**src/sfla_pick.sv**
```systemverilog
`timescale 1ns / 1ps
// Find-first-set over a flag vector: one-hot of the lowest set bit and a
// mask of every position above it. Depends on nothing.
module sfla_pick #(
    parameter int W = 8
) (
    input  logic [W-1:0] vec,
    output logic [W-1:0] first,
    output logic [W-1:0] above,
    output logic         any
);

    // Isolate the lowest set bit.
    assign first = vec & (~vec + {{(W-1){1'b0}}, 1'b1});
    // Bits below the first are first - 1; everything else but first is above.
    assign above = ~(first | (first - {{(W-1){1'b0}}, 1'b1}));
    assign any   = |vec;

endmodule

```
**config.mk**
```make
export PLATFORM = sky130hd
export DESIGN_NAME = sfla_pick
export DESIGN_NICKNAME = d
export VERILOG_FILES = /design/src/sfla_pick.sv
export SDC_FILE = /design/constraint.sdc
export NUM_CORES = 1
export LEC_CHECK = 0
export ABC_AREA = 1
export BUFFER_PORTS_ARGS = -buffer_cell sky130_fd_sc_hd__buf_2
export CORE_AREA = 2 2 39 41
export DETAILED_ROUTE_END_ITERATION = 10
export DIE_AREA = 0 0 41 43
export GPL_ROUTABILITY_DRIVEN = 0
export PLACE_DENSITY = 0.39
export SYNTH_ARGS = -nofsm -noshare
export SYNTH_HDL_FRONTEND = slang
export SYNTH_SLANG_ARGS = --single-unit
```
**constraint.sdc**
```tcl
create_clock -name vclk -period 0.8
set_input_delay 0.08 -clock vclk [all_inputs]
set_output_delay 0.08 -clock vclk [all_outputs]
set_load 0.005 [all_outputs]
```
; Word-level counts from Yosys, hierarchy flattened
; Index checks and enable logic that the tools add are counted.
[totals]
in_bits = 8
out_inout_bits = 17
wordCells = 7
reg_bits = 0
[op_classes]
n_addsub = 2
bitwise_logic = 4
n_reduce_logical = 1
[op_table]
columns = cell, n
row1 = 8-bit inverter, 2
row2 = 8-bit by 1-bit adder with 8-bit output (second input constant), 1
row3 = 8-bit bitwise AND, 1
row4 = 8-bit OR, 1
row5 = 8-bit OR reduction, 1
row6 = 8-bit by 1-bit subtractor with 8-bit output (second input constant), 1

; Depth between registers and ports, before layout
[logic_depth]
ltp_word = 6
ltp_mapped = 4
mapped_depth_nobuf = 4

; Worst setup path after synthesis
; Ideal clock, no wire load.
[synth_timing]
kind = input -> output
startpoint = in vec[0]
endpoint = out first[7]
arrival_time_ps = 474
n_path_buf = 0
path_slack_ps = 246
cell_stages = 3
required_time_ps = 720
cell_sequence = nor2_4 -> nand2_4 -> nor3_2
[synth_via]
elab_chain_cells = 3
[synth_rtl]
columns = item, line_no
row1 = start: declaration, 7  ; input logic [W-1:0] vec,
row2 = 8-bit inverter, 14  ; assign first = vec & (~vec + {{(W-1){1'b0}}, 1'b1});
row3 = 8-bit by 1-bit adder with 8-bit output, 14
row4 = 8-bit bitwise AND, 14
row5 = end: declaration, 8  ; output logic [W-1:0] first,
; Every way passes these cells.

; Final worst setup path
[layout_timing]
startpoint = in vec[0]
endpoint = out any
[layout_via]
elab_chain_cells = 1
[layout_rtl]
columns = item, line_no
row1 = 8-bit OR reduction, 17  ; assign any = |vec;
row2 = end: declaration, 10  ; output logic any
; Every way passes these cells.

==> out/summary.txt <==
Crit end category: output pin
Final global-route overflow total: 0
Simple logic cell fraction of the synthesized area: 0.646
Synthesized area per cell: 4.97 um^2
Initial antenna violation count: 0
Final Critical Period: 763 ps
Post-Route WL: 497 um
Non-Filler Instances: 70
Psw: 57.0 uW
Dpl cell area: 288 um^2
Largest family of logic cells by synthesized area: simple AND/OR/NAND/NOR gates
IO buf count: 24
Vias in the first global route: 183
Hold Fails Final Rpt: 0
Share of post-route cells with drive strength above 1: 0.630
Hold Crit Class: primary input to output pin
DRC Markers: 0
Number of unique standard cell types used by synthesis: 10
Cells after DPL: 70
Final ANT Viol Nets: 0
Clock buf count: 0
Synth Area in Compound Gates: 0
Cell Int Power: 57.8 uW
Switching part of the total: 0.497
Gate power share: 1.000
Fmax: 1.31 GHz
# setup viols final: 0
Status: finished clean
First-iteration detailed-routing DRC count: 1
YS warnings: 0
Worst Setup Start Kind: primary input
Num sequential: 0
Post-CTS setup buffers: 0
Clock power frac: 0
Critical path class: primary input to output pin
N_diodes: 0
DP Wirelength: 472 um
Fillers: 167
FF+latch area: 0 um^2
Largest net degree at the start of global routing: 6
Worst Setup EP: any
Leakage power: 0.000188 uW
Die height: 43 um
Via count: 249
Area of the multi-input gates: 126 um^2
Register area share after synthesis: 0
Synth Area in XOR/XNOR: 0
Worst path required time: 720 ps
Crit-path max FO: 5
Worst EP arrival: 680 ps
Wire length per cell: 7.10 um
Die W: 41 um
Post-DR vias/cell: 3.56
Max Slew Vio Count: 0
Post-Syn Nets: 40
Rows: 14
Syn Std Cell Area: 159 um^2
Post-synthesis mux area share: 0
DRT Pass-1 Iters: 2
Max-cap violations: 0
Global-route wire length before repair: 676 um
Period utilization: 0.954
Cell count after synthesis: 32
Power density over the cells: 345 mW/mm^2
Final Instance Area: 333 um^2
Gr usage total: 0.0509
RSZ-0062 raised after global routing: yes
Worst vdd ir: 0.0677 mV
Initial Util: 0.115
Critical path startpoint: vec[0]
Nets@finish: 64
Hold bufs inserted after CTS: 0
Synth Area in Adders: 0
Layout area overhead: 109%
Power share of the sequential group: 0
Total core area: 0.00138 mm^2
Die area: 0.00176 mm^2
Ports: 25
## routing by layer
metal,GRT usage,share of wire,vias up
met5,0,0,-
met4,0,0,0
met3,0.00524,0.14,0
li1,-,-,130
met1,0.0601,0.32,105
met2,0.0969,0.53,14
## placed cells by master (no fill, tap or decap)
cell	instances
nor2_1	7
buf_8	1
nand3_1	1
nand3_2	1
conb_1	1
nor2_2	2
buf_6	2
buf_4	2
inv_1	9
nor3_2	1
nand2_2	1
nand2_4	1
nor2_4	3
buf_2	20
nand2_1	2
## power groups by stage
stage	registers (uW)	clock network, uW	logic, uW
after floorplan	0	0	48.1
after global placement	0	0	93.9
after detailed placement	0	0	94.0
after CTS	0	0	101
after global routing	0	0	129
final	0	0	115
## cell type report
class	count	share of cell area
timing repair buffer	25	0.459
multi-input combinational	20	0.380
inverter	9	0.102
tap	16	0.0602
## how the worst min path moves through the flow
stage / to / startpoint / cells past startpoint
floorplan: first[1] / vec[0] / 1
global placement: any / vec[7] / 4
detailed placement: any / vec[7] / 4
CTS: first[1] / vec[1] / 4
global route: first[0] / vec[0] / 3
finish: first[0] / vec[0] / 3
## worst max-delay path, stage by stage
cell	delay (ps)
buf_8	100
nor2_4	160
nand2_4	90
nor2_4	90
nand2_1	50
buf_2	120
## kinds of logic after synthesis
group	count (synthesis)
simple gates	19
buf+inv	12
other cells	1
## stage by stage
step                      hold slack, ps  total power (uW)  worst slack [ps]  TNS, ps   util
after floorplan                      191              48.1               246        0      -
after global placement               428              93.9             -10.2    -16.0  0.208
after detailed placement             439              94.0             -9.05    -9.05  0.208
after CTS                            438               101            -0.324   -0.324  0.217
after global routing                 455               129             -40.0    -86.5  0.241
final                                433               115              36.9        0  0.241
## Yosys cell counts
library cell,count,area share
nand2_1,3,0.071
inv_1,9,0.21
buf_4,2,0.094
nor2_4,2,0.14
clkbuf_1,1,0.024
nor2_1,10,0.24
nor3_2,1,0.063
conb_1,1,0.024
nand3_1,2,0.063
nand2_4,1,0.071
## timing repair
action	4_1_cts	5_1_grt
pin swaps	4	6
gates resized for setup	2	9
endpoints found under the setup margin	2	8
(Power assumes the default switching activity.)
